===== config.mk =====
export PLATFORM = sky130hd
export DESIGN_NAME = dns_name_decompressor
export DESIGN_NICKNAME = d
export VERILOG_FILES = /design/src/hw/rtl/dnsd_pkg.sv /design/src/hw/rtl/dns_name_decompressor.sv /design/src/hw/rtl/dnsd_addcmp.sv
export SDC_FILE = /design/constraint.sdc
export NUM_CORES = 2
export LEC_CHECK = 0
export BUFFER_PORTS_ARGS = -buffer_cell sky130_fd_sc_hd__buf_2
export CAP_MARGIN = 20
export CORE_MARGIN = 5
export CORE_UTILIZATION = 40
export CTS_CLUSTER_DIAMETER = 200
export CTS_CLUSTER_SIZE = 30
export DETAILED_ROUTE_END_ITERATION = 8
export GPL_ROUTABILITY_DRIVEN = 0
export PLACE_DENSITY = 0.64
export SYNTH_ARGS = -nofsm -noshare
export SYNTH_HDL_FRONTEND = slang
export SYNTH_SLANG_ARGS = --single-unit

===== constraint.sdc =====
create_clock -name clock -period 9 [get_ports clock]
set_input_delay 1.8 -clock clock [delete_from_list [all_inputs] [get_ports clock]]
set_output_delay 1.8 -clock clock [all_outputs]
set_load 0.03 [all_outputs]

===== src/hw/rtl/dnsd_pkg.sv =====
`timescale 1ns / 1ps

package dnsd_pkg;

   // Width of a message position: it can hold any length up to the largest
   // message_len, which is one more than the last byte offset.
   localparam int POS_W = 10;

   // Width of a compression pointer target (14 bits of offset).
   localparam int TARGET_W = 14;

   // Pointer marker bits and label length mask of a name byte.
   localparam logic [1:0] PTR_MARK = 2'b11;
   localparam logic [7:0] LEN_MASK = 8'h3F;

   typedef enum logic {
      REQ_WRITE  = 1'b0,
      REQ_DECODE = 1'b1
   } req_kind_type;

   typedef enum logic [2:0] {
      ST_LABEL       = 3'd0,
      ST_DONE        = 3'd1,
      ST_NO_INPUT    = 3'd2,
      ST_BAD_HEADER  = 3'd3,
      ST_BAD_POINTER = 3'd4,
      ST_OVERRUN     = 3'd5,
      ST_EMPTY       = 3'd6,
      ST_TOO_MANY    = 3'd7
   } status_type;

   typedef enum logic [2:0] {
      S_IDLE,
      S_FETCH,
      S_EXAM,
      S_FETCH_LO,
      S_POINTER
   } state_type;

   typedef struct packed {
      req_kind_type req_type;
      logic [8:0]   byte_addr;
      logic [7:0]   byte_value;
      logic [8:0]   start_offset;
      logic [9:0]   message_len;
   } req_item_type;

   typedef struct packed {
      logic [8:0] label_start;
      logic [5:0] label_len;
      logic [9:0] end_pos;
      status_type status;
      logic       last;
   } rsp_item_type;

   // Operands of the shared add and compare unit.
   typedef struct packed {
      logic [TARGET_W-1:0] a;
      logic [5:0]          b;
      logic                carry;
      logic [POS_W-1:0]    limit;
   } alu_ctl_type;

   typedef struct packed {
      logic [TARGET_W:0] sum;
      logic              reach;
   } alu_res_type;

endpackage


===== src/hw/rtl/dns_name_decompressor.sv =====
`timescale 1ns / 1ps
// A write item gives no result; busy stays low. A decode item gives one result per label
// and a final result: a store read and an examine step per label, two of each per
// compression pointer (set by the single registered read port of the message store),
// and the final result in the cycle after the terminating byte is examined.
// With an empty window the final result is out in the cycle after acceptance. Results cannot
// be stalled. Synchronous reset idles the sequencer and drops any pending result.
module dns_name_decompressor #(
   parameter int MSG_BYTES  = 512,
   parameter int MAX_LABELS = 63
) (
   input  logic                   clock,
   input  logic                   reset,
   input  logic                   start,
   output logic                   busy,
   input  dnsd_pkg::req_item_type req_item,
   output logic                   rsp_valid,
   output dnsd_pkg::rsp_item_type rsp_item
);

   localparam int AW = $clog2(MSG_BYTES);
   localparam int RW = 21;
   localparam logic [16:0] MSG_LIM = 17'(MSG_BYTES);

   // Message store. Entries are undefined until written.
   logic [7:0] store_mem [MSG_BYTES];

   dnsd_pkg::state_type state_ff, state_in;

   logic [dnsd_pkg::POS_W-1:0] walk_ff, walk_in;
   logic [dnsd_pkg::POS_W-1:0] lowest_ff, lowest_in;
   logic [dnsd_pkg::POS_W-1:0] follow_ff, follow_in;
   logic [dnsd_pkg::POS_W-1:0] len_ff, len_in;
   logic                       seen_ff, seen_in;
   logic [5:0]                 count_ff, count_in;
   logic [5:0]                 hi_ff, hi_in;
   logic [7:0]                 rd_data_ff;
   logic                       rsp_valid_ff, rsp_valid_in;
   dnsd_pkg::rsp_item_type     rsp_item_ff, rsp_item_in;

   logic                       accept;
   logic                       is_decode;
   logic [dnsd_pkg::POS_W-1:0] len_clamp;
   logic [dnsd_pkg::POS_W-1:0] start_pos;
   logic                       no_input;
   logic [RW-1:0]              wr_rem;
   logic [AW-1:0]              wr_addr;
   logic [AW-1:0]              rd_addr;
   logic [dnsd_pkg::POS_W-1:0] walk_plus1;
   logic [dnsd_pkg::POS_W-1:0] follow_plus1;
   logic                       byte_zero;
   logic                       byte_ptr;
   logic                       byte_bad;

   dnsd_pkg::alu_ctl_type alu_ctl;
   dnsd_pkg::alu_res_type alu_res;

   // The block is busy whenever the sequencer is away from idle.
   assign busy      = state_ff != dnsd_pkg::S_IDLE;
   assign accept    = start && !busy;
   assign is_decode = req_item.req_type == dnsd_pkg::REQ_DECODE;

   // A length above the store size is taken as the store size.
   assign len_clamp = ({7'd0, req_item.message_len} > MSG_LIM) ?
                      MSG_LIM[dnsd_pkg::POS_W-1:0] : req_item.message_len;
   assign start_pos = {1'b0, req_item.start_offset};
   assign no_input  = start_pos >= len_clamp;

   // The write address wraps at the store size. The address is below 512, so for a store
   // of at least 32 bytes four conditional subtractions of the size shifted by three, two,
   // one and nought places leave the remainder.
   always_comb begin
      wr_rem = RW'(req_item.byte_addr);
      for (int k = 3; k >= 0; k--) begin
         if (wr_rem >= (RW'(MSG_BYTES) << k)) begin
            wr_rem = wr_rem - (RW'(MSG_BYTES) << k);
         end
      end
   end

   assign wr_addr = AW'(wr_rem);

   // Every read that the walk uses is of a position below the message length, hence inside the store.
   assign rd_addr = AW'(walk_ff);

   always_ff @(posedge clock) begin
      if (accept && !is_decode) begin
         store_mem[wr_addr] <= req_item.byte_value;
      end
      rd_data_ff <= store_mem[rd_addr];
   end

   // Classification of the byte just read.
   assign byte_zero = rd_data_ff == 8'd0;
   assign byte_ptr  = rd_data_ff[7:6] == dnsd_pkg::PTR_MARK;
   assign byte_bad  = (rd_data_ff[7:6] != 2'b00) && !byte_ptr;

   assign walk_plus1   = walk_ff + 10'd1;
   assign follow_plus1 = follow_ff + 10'd1;

   // The shared unit checks the label end or the pointer's second byte against the
   // length while examining, and the pointer target against the lowest target so far
   // in the pointer step.
   always_comb begin
      alu_ctl.a     = {{(dnsd_pkg::TARGET_W - dnsd_pkg::POS_W){1'b0}}, walk_ff};
      alu_ctl.b     = byte_ptr ? 6'd0 : (rd_data_ff[5:0] & dnsd_pkg::LEN_MASK[5:0]);
      alu_ctl.carry = 1'b1;
      alu_ctl.limit = len_ff;
      if (state_ff == dnsd_pkg::S_POINTER) begin
         alu_ctl.a     = {hi_ff, rd_data_ff};
         alu_ctl.b     = 6'd0;
         alu_ctl.carry = 1'b0;
         alu_ctl.limit = lowest_ff;
      end
   end

   dnsd_addcmp u_addcmp (
      .ctl (alu_ctl),
      .res (alu_res)
   );

   // Next state.
   always_comb begin
      state_in = state_ff;
      unique case (state_ff)
         dnsd_pkg::S_IDLE: begin
            if (accept && is_decode && !no_input) begin
               state_in = dnsd_pkg::S_FETCH;
            end
         end
         dnsd_pkg::S_FETCH: begin
            state_in = dnsd_pkg::S_EXAM;
         end
         dnsd_pkg::S_EXAM: begin
            priority if (byte_zero || byte_bad) begin
               state_in = dnsd_pkg::S_IDLE;
            end else if (byte_ptr) begin
               state_in = alu_res.reach ? dnsd_pkg::S_IDLE : dnsd_pkg::S_FETCH_LO;
            end else if (alu_res.reach || count_ff >= 6'(MAX_LABELS)) begin
               state_in = dnsd_pkg::S_IDLE;
            end else begin
               state_in = dnsd_pkg::S_FETCH;
            end
         end
         dnsd_pkg::S_FETCH_LO: begin
            state_in = dnsd_pkg::S_POINTER;
         end
         dnsd_pkg::S_POINTER: begin
            state_in = alu_res.reach ? dnsd_pkg::S_IDLE : dnsd_pkg::S_FETCH;
         end
         default: begin
            state_in = dnsd_pkg::S_IDLE;
         end
      endcase
   end

   // Outputs and walk registers.
   always_comb begin
      walk_in      = walk_ff;
      lowest_in    = lowest_ff;
      follow_in    = follow_ff;
      len_in       = len_ff;
      seen_in      = seen_ff;
      count_in     = count_ff;
      hi_in        = hi_ff;
      rsp_valid_in = 1'b0;
      rsp_item_in  = '{label_start: 9'd0, label_len: 6'd0, end_pos: 10'd0,
                       status: dnsd_pkg::ST_DONE, last: 1'b1};
      unique case (state_ff)
         dnsd_pkg::S_IDLE: begin
            if (accept && is_decode) begin
               walk_in   = start_pos;
               follow_in = start_pos;
               lowest_in = len_clamp;
               len_in    = len_clamp;
               seen_in   = 1'b0;
               count_in  = 6'd0;
               if (no_input) begin
                  rsp_valid_in       = 1'b1;
                  rsp_item_in.status = dnsd_pkg::ST_NO_INPUT;
               end
            end
         end
         dnsd_pkg::S_EXAM: begin
            priority if (byte_zero) begin
               rsp_valid_in = 1'b1;
               if (count_ff == 6'd0) begin
                  rsp_item_in.status = dnsd_pkg::ST_EMPTY;
               end else begin
                  rsp_item_in.end_pos = follow_plus1;
               end
            end else if (byte_bad) begin
               rsp_valid_in       = 1'b1;
               rsp_item_in.status = dnsd_pkg::ST_BAD_HEADER;
            end else if (byte_ptr) begin
               if (alu_res.reach) begin
                  rsp_valid_in       = 1'b1;
                  rsp_item_in.status = dnsd_pkg::ST_BAD_HEADER;
               end else begin
                  // The end position is fixed by the first pointer met.
                  walk_in = alu_res.sum[dnsd_pkg::POS_W-1:0];
                  hi_in   = rd_data_ff[5:0];
                  seen_in = 1'b1;
                  if (!seen_ff) begin
                     follow_in = alu_res.sum[dnsd_pkg::POS_W-1:0];
                  end
               end
            end else if (alu_res.reach) begin
               rsp_valid_in       = 1'b1;
               rsp_item_in.status = dnsd_pkg::ST_OVERRUN;
            end else if (count_ff >= 6'(MAX_LABELS)) begin
               rsp_valid_in       = 1'b1;
               rsp_item_in.status = dnsd_pkg::ST_TOO_MANY;
            end else begin
               rsp_valid_in            = 1'b1;
               rsp_item_in.label_start = walk_plus1[8:0];
               rsp_item_in.label_len   = rd_data_ff[5:0];
               rsp_item_in.status      = dnsd_pkg::ST_LABEL;
               rsp_item_in.last        = 1'b0;
               count_in                = count_ff + 6'd1;
               walk_in                 = alu_res.sum[dnsd_pkg::POS_W-1:0];
               if (!seen_ff) begin
                  follow_in = alu_res.sum[dnsd_pkg::POS_W-1:0];
               end
            end
         end
         dnsd_pkg::S_POINTER: begin
            // A pointer must land strictly below every earlier target.
            if (alu_res.reach) begin
               rsp_valid_in       = 1'b1;
               rsp_item_in.status = dnsd_pkg::ST_BAD_POINTER;
            end else begin
               lowest_in = alu_res.sum[dnsd_pkg::POS_W-1:0];
               walk_in   = alu_res.sum[dnsd_pkg::POS_W-1:0];
            end
         end
         dnsd_pkg::S_FETCH, dnsd_pkg::S_FETCH_LO: begin
            rsp_valid_in = 1'b0;
         end
         default: begin
            rsp_valid_in = 1'b0;
         end
      endcase
   end

   always_ff @(posedge clock) begin
      if (reset) begin
         state_ff     <= dnsd_pkg::S_IDLE;
         walk_ff      <= '0;
         lowest_ff    <= '0;
         follow_ff    <= '0;
         seen_ff      <= 1'b0;
         count_ff     <= '0;
         rsp_valid_ff <= 1'b0;
      end else begin
         state_ff     <= state_in;
         walk_ff      <= walk_in;
         lowest_ff    <= lowest_in;
         follow_ff    <= follow_in;
         seen_ff      <= seen_in;
         count_ff     <= count_in;
         rsp_valid_ff <= rsp_valid_in;
      end
   end

   always_ff @(posedge clock) begin
      len_ff      <= len_in;
      hi_ff       <= hi_in;
      rsp_item_ff <= rsp_item_in;
   end

   assign rsp_valid = rsp_valid_ff;
   assign rsp_item  = rsp_item_ff;

   // A walk only ends by giving its final item.
   a_end_gives_final: assert property (@(posedge clock) disable iff (reset)
      $fell(busy) && !$past(reset) |-> rsp_valid && rsp_item.last)
      else $error("walk ended without a final item");

   // Label items appear only while the walk is still going.
   a_label_while_busy: assert property (@(posedge clock) disable iff (reset)
      rsp_valid && !rsp_item.last |-> busy && rsp_item.status == dnsd_pkg::ST_LABEL)
      else $error("label item outside a walk");

   // An accepted decode either starts a walk or answers at once.
   a_decode_answers: assert property (@(posedge clock) disable iff (reset)
      start && !busy && req_item.req_type == dnsd_pkg::REQ_DECODE
      |=> busy || (rsp_valid && rsp_item.last))
      else $error("decode item dropped");

   // The label count never passes its bound.
   a_count_bound: assert property (@(posedge clock) disable iff (reset)
      count_ff <= 6'(MAX_LABELS))
      else $error("label count beyond bound");

endmodule


===== src/hw/rtl/dnsd_addcmp.sv =====
`timescale 1ns / 1ps

// Shared unit: one add of a position, a label length and a carry, then a compare of
// the sum against a limit.
module dnsd_addcmp (
   input  dnsd_pkg::alu_ctl_type ctl,
   output dnsd_pkg::alu_res_type res
);

   logic [dnsd_pkg::TARGET_W:0] sum;

   assign sum = {1'b0, ctl.a}
              + {{(dnsd_pkg::TARGET_W - 5){1'b0}}, ctl.b}
              + {{dnsd_pkg::TARGET_W{1'b0}}, ctl.carry};

   assign res.sum   = sum;
   assign res.reach = sum >= {{(dnsd_pkg::TARGET_W + 1 - dnsd_pkg::POS_W){1'b0}}, ctl.limit};

endmodule

=== Word level (Yosys, flattened, before mapping) ===
Memories as Yosys holds them, arrays and structs flattened. A register that Yosys moved wholly into a read port is not among the register bits.
Index checks and enable logic that the tools add are counted.

* Flip-flop bits (word level): 86
* Memory bits (writable): 4096
* Input port bits: 40
* Output and inout port bits: 31
* Word-level logic and storage cells: 136
* Memories: 1

{| class="wikitable"
|+ Memories
! name !! depth !! width !! read ports !! clocked after memory_dff !! write ports !! RTL line !! RTL
|-
| store_mem || 512 || 8 || 1 || 1 || 1 || dns_name_decompressor.sv:26 || <nowiki>logic [7:0] store_mem [MSG_BYTES];</nowiki>
|}

* Add/sub/neg operators: 5
* Magnitude comparators: 4
* Equality and inequality tests: 16
* Multiplexer cells: 63
* Bitwise gates (word level): 4
* Reductions and logical operators: 29

{| class="wikitable"
|+ Operator list
! cell !! number
|-
| $mux W10 || 17
|-
| $mux W6 || 7
|-
| $pmux W10 S2 || 2
|-
| $mux W31 || 1
|-
| $pmux W10 S3 || 1
|-
| $mux W3 || 8
|-
| $ne A2 B2 Y1 const B || 9
|-
| $reduce_and A6 Y1 || 3
|-
| $mux W1 || 16
|-
| $add A14 B6 Y15 || 1
|-
| $add A15 B1 Y15 || 1
|-
| $ge A15 B10 Y1 || 1
|-
| $pmux W3 S5 || 1
|-
| $mux W2 || 6
|-
| $pmux W6 S2 || 1
|-
| $add A10 B1 Y10 const B || 1
|-
| $ge A9 B10 Y1 || 1
|-
| $gt A10 B10 Y1 const B || 1
|-
| $add A9 B1 Y9 const B || 1
|-
| $pmux W3 S3 || 1
|-
| $logic_not A8 Y1 || 1
|-
| $reduce_and A7 Y1 || 1
|-
| $add A6 B1 Y6 const B || 1
|-
| $eq A3 B2 Y1 const B || 2
|-
| 21 further kinds || 36
|}

=== Logic depth before layout (Yosys ltp) ===
* Depth in word-level cells: 12
* Gate-level depth with buffers: 27
* Mapped depth without buffers: 23

=== Hierarchy ===
A second synthesis with hierarchy kept.

* Cell total of the unflattened synthesis: 8058
* Area, all modules: 164306.3 µm²

{| class="wikitable"
|+ Modules (own cells, without submodules)
! module !! times used !! cells each !! area each (µm²) !! sequential area each (µm²)
|-
| dns_name_decompressor || 1 || 7963 || 163594.4 || 125039.9
|-
| dnsd_addcmp || 1 || 95 || 711.9 || 0.0
|}

=== Worst setup path before layout ===
OpenSTA, ideal clock, no wires.

* Path type: register -> register
* From: reg state_ff[1]
* To: reg hi_ff[0], enable pin
* Library setup time: 0.377 ns
* Data arrival time: 5.890 ns
* Data required time: 8.623 ns
* Setup slack: 2.733 ns
* Cell stages (with the launch flop): 26
* Buffers on the path: 4
* Period minus slack after synthesis: 6.267 ns
* Cell sequence: dfxtp_1 -> nor2_2 -> nand2_8 -> inv_6 -> clkbuf_1 -> clkbuf_1 -> mux2i_1 -> fa_1 -> inv_1 -> fa_1 -> a21o_1 -> a221oi_1 -> nor3_1 -> xnor2_1 -> mux2_2 -> inv_1 -> ha_1 -> or3_1 -> a221oi_1 -> o31a_1 -> a2bb2oi_4 -> and3_1 -> buf_6 -> buf_8 -> nand2_4 -> nor3_1

* Word-level cells in the longest chain between the ends: 7
* Elaborated cells between the ends (all ways): 8
* Those cells by class: add/sub: 2; order compare: 1; eq/ne: 2; mux: 1; bitwise: 1; reduce/logical: 1

{| class="wikitable"
|+ Ends and longest elaborated chain
! what !! RTL line !! RTL
|-
| start: declaration || dns_name_decompressor.sv:28 || <nowiki>dnsd_pkg::state_type state_ff, state_in;</nowiki>
|-
| start signal: assignment || dns_name_decompressor.sv:248 || <nowiki>state_ff <= dnsd_pkg::S_IDLE;</nowiki>
|-
| start signal: assignment || dns_name_decompressor.sv:256 || <nowiki>state_ff <= state_in;</nowiki>
|-
| $eq A3 B3 Y1 || dns_name_decompressor.sv:109 || <nowiki>if (state_ff == dnsd_pkg::S_POINTER) begin</nowiki>
|-
| $mux W31 || dns_name_decompressor.sv:109 ||
|-
| $add A14 B6 Y15 || dnsd_addcmp.sv:13 || <nowiki>+ {{(dnsd_pkg::TARGET_W - 5){1'b0}}, ctl.b}</nowiki>
|-
| $add A15 B1 Y15 || dnsd_addcmp.sv:14 || <nowiki>+ {{dnsd_pkg::TARGET_W{1'b0}}, ctl.carry};</nowiki>
|-
| $ge A15 B10 Y1 || dnsd_addcmp.sv:17 || <nowiki>assign res.reach = sum >= {{(dnsd_pkg::TARGET_W + 1 - dnsd_pkg::POS_W){1'b0}}, ctl.limit};</nowiki>
|-
| $not A1 Y1 (no line) || - ||
|-
| $reduce_and A5 Y1 (no line) * || - ||
|-
| end signal: assignment || dns_name_decompressor.sv:268 || <nowiki>hi_ff <= hi_in;</nowiki>
|-
| end: declaration || dns_name_decompressor.sv:36 || <nowiki>logic [5:0] hi_ff, hi_in;</nowiki>
|}

Mark *: on every way between the ends. The rest lies on a longest branch, timed or not.
A chain may end at the register's enable or synchronous reset.

=== Worst setup path after layout ===
* From: reg state_ff[0]
* To: reg hi_ff[4], enable pin

Same word-level chain as after synthesis.

==> results.md <==
- Setup bufs post-CTS: 0
- Area contributors post-synth: edfxtp_1 (76%), mux4_2 (14%), nor2_1 (1.4%), a22oi_1 (1.0%), dfxtp_1 (0.96%)
- Final Util: between 40 and 50%
- Post-CTS sizing: 0
- Avg Synthesized Cell Area: between 20 and 25 µm²
- ANT nets after route: 0
- Final hold slack: ~0.49 ns
- Max frequency: around 140 MHz
- Synth top area share: about three quarters
- Arr. time, crit path: around 7.5 ns
- Period utilisation layout: 77.4%
- Max cap viols: 0
- Final Total Pwr: between 30 and 40 mW
- Top cell type by total area after synthesis: edfxtp_1
- Routed vias/inst: ~6.2
- Final slew viol count: 0
- DRC violations left: 0
- Die Ht: 648 µm
- Synth warn: 0
- CTS tree: done
- Main flop type after synthesis: edfxtp_1
- Num Clock Sinks: about 4.2k
- H-tree level count: 4
- Core Rows: between 200 and 250
- Relative max-transition margin: 11.3%
- Slew of the pin with the lowest slew margin: 1.33 ns
- Ys async rst share: 0%
- Clk_lat worst skew: roughly 0.93 ns
- CP Launch Type: flip-flop
- Sequential area share after synthesis: roughly three quarters
- Count of different cell masters after synthesis: 91
- Final setup violation count: 0
- Vias in the first global route: 79.9k
- First-pass GRT wire length: roughly 630000 µm
- Cell area power density: ~200 nW/µm²
- Post-synth EDFFs: between 4k and 5k
- Share of cells above drive strength 1: between 10% and 20%
- Final hold viol count: 0
- Critical Path End Type: flip-flop
- Deepest clock path buffer count: 4
- Worst endpoint required time: between 9 and 10 ns
- DRT iter0 DRCs: around 13k
- Dpl hpwl: 268000 µm
- TNS Setup: 0 ns
- WL per Instance: about 34 µm
- Synth Net Count: 7835
- Clk slew on worst S/H paths: 0.12 ns
- Io pins: between 70 and 80
- VDD IR max: 0.000145 V
- First drt pass iteration count: 8
- Leak: about 51 nW
- Die ar.: about 420000 µm²
- Setup Skew: between 0.06 and 0.07 ns
- Final #Nets: 7766
- Routed vias: a little over 80k
- Critical-path maximum fanout: 46
- Initial antenna violation count: 25
- IO Port Bufs: 70
- Pin count of the biggest net entering global routing: between 200 and 250
- Status: finished clean
- DIE WIDTH: approximately 650 µm
- CTS root buf: clkbuf_16
- Hold_buf cts: 0
- All-layer global routing usage: 20.8%
- Detailed Route WL: roughly 450000 µm
- Cells after Synth: 7763
- CTS Buf Count: roughly 160
- Unrepaired setup endpoints after global routing: false
- Floorplan Core Area: 406000 µm²
- Yosys reg bits: approximately 4.2k
- Area of the mapped netlist: 163000 µm²
- Area Overhead vs Synth: 7.08%
- Remaining global-route overflow: 0
- Hold crit path type: reg2reg
- Crit Path Class: reg2reg
- Tmin final: between 6 and 7 ns
- Initial Util: 40.1%
-- cells by family (layout without fill, tap and decap cells) --
logic type / after synthesis / count (layout) / share of synthesized area [%]
flip-flops: 4190 / 4190 / 76.9
AND/OR/NAND/NOR: 1042 / 1042 / 2.79
other: 0 / 18 / 0
buffers and inverters: 517 / 488 / 1.42
adder cells (fa/ha/maj): 32 / 32 / 0.255
AO/OA/AOI/OAI: 783 / 783 / 3.51
XOR/XNOR: 27 / 27 / 0.145
multiplexers: 1172 / 1172 / 15.0
-- cells in the final DEF (no fill, tap or decap), drive strengths merged, types with 19 or more instances in the layout --
cell	instances
a22oi	226
buf	250
nand2	186
nand4	25
nor3	45
mux4	1015
ha	30
o21ai	61
a21oi	140
a22o	52
mux2i	143
inv	38
a221oi	82
nor2	605
xnor2	19
and2	22
dfxtp	78
nor4	26
clkbuf	196
edfxtp	4112
o221ai	22
o22ai	29
nand3	52
a211oi	35
-- worst max-delay path, stage by stage, from the launching register on --
cell and delay [ns]:
dfxtp_1 0.44, nor2_2 0.29, nand2_8 0.16, inv_6 0.35, mux2i_1 0.29, fa_1 0.22
inv_1 0.07, fa_1 0.45, a21o_1 0.22, a221oi_1 0.69, nor3_1 0.13, xnor2_1 0.22
mux2_2 0.21, inv_1 0.06, ha_1 0.17, or3_1 0.30, a221oi_1 0.22, o31a_1 0.24
a2bb2oi_4 0.27, and3_1 0.76, nand2_4 0.15, nor3_1 0.67
-- through the flow --
step | worst slack, ns | instance area, µm² | cells
2_1_floorplan | 2.73 | 163000 | 7763
3_3_place_gp | 2.13 | 170000 | 12900
3_5_place_dp | 2.11 | 170000 | 13000
4_1_cts | 2.11 | 174000 | 13200
5_1_grt | 1.60 | 174000 | 13200
6_report | 2.03 | 174000 | 13200
-- state kept, by name, indices dropped and copies added, names as in the netlist --
signal / flops
rsp_item: 29
follow_ff: 10
hi_ff: 6
walk_ff: 10
count_ff: 6
rsp_valid: 1
store_mem: 4096
state_ff: 3
lowest_ff: 10
seen_ff: 1
len_ff: 10
rd_data_ff: 8
-- cells in the mapped netlist, drive strengths merged (19+ instances only) --
cell    count
and2       22
a22oi     226
o22ai      29
o21ai      61
mux4     1015
ha         30
inv        32
a221oi     82
edfxtp   4112
nor4       26
xnor2      19
a21oi     140
nor2      605
o221ai     22
nand3      52
clkbuf    287
buf       196
dfxtp      78
nand4      25
a211oi     35
mux2i     143
nor3       45
nand2     186
a22o       52
-- power by group --
part	total, mW	leakage [nW]	internal, mW	switching, mW
Combinational	3.43	10.8	1.21	2.23
Clock	9.11	2.13	3.42	5.69
Sequential	21.5	37.6	21.4	0.0825
-- layout make-up --
class	instances	area [µm²]
Antenna cell	18	45.0
Clock buffer	195	4260
Clock inverter	8	111
Fill cell	34500	232000
Inverter	34	140
Multi-Input combinational cell	3056	35600
Sequential cell	4190	125000
Tap cell	5428	6790
Timing Repair Buffer	251	2170
-- final timing paths --
kind / end / start / slack (ns) / cells after the start
setup reg to reg: hi_ff[4] / state_ff[0] / 2.03 / 21
setup / recovery: hi_ff[4] / state_ff[0] / 2.03 / 21
hold / removal: lowest_ff[2] / lowest_ff[2] / 0.49 / 2
hold reg to reg: lowest_ff[2] / lowest_ff[2] / 0.49 / 2
-- layer usage --
layer	global-route usage [%]	share of wire [%]	up-vias
met5	0	0.0031	-
li1	-	-	32100
met2	32.7	47	4761
met4	7.04	3.9	2
met1	29.5	39	44000
met3	3.78	10	648
(Power assumes the default switching activity.)
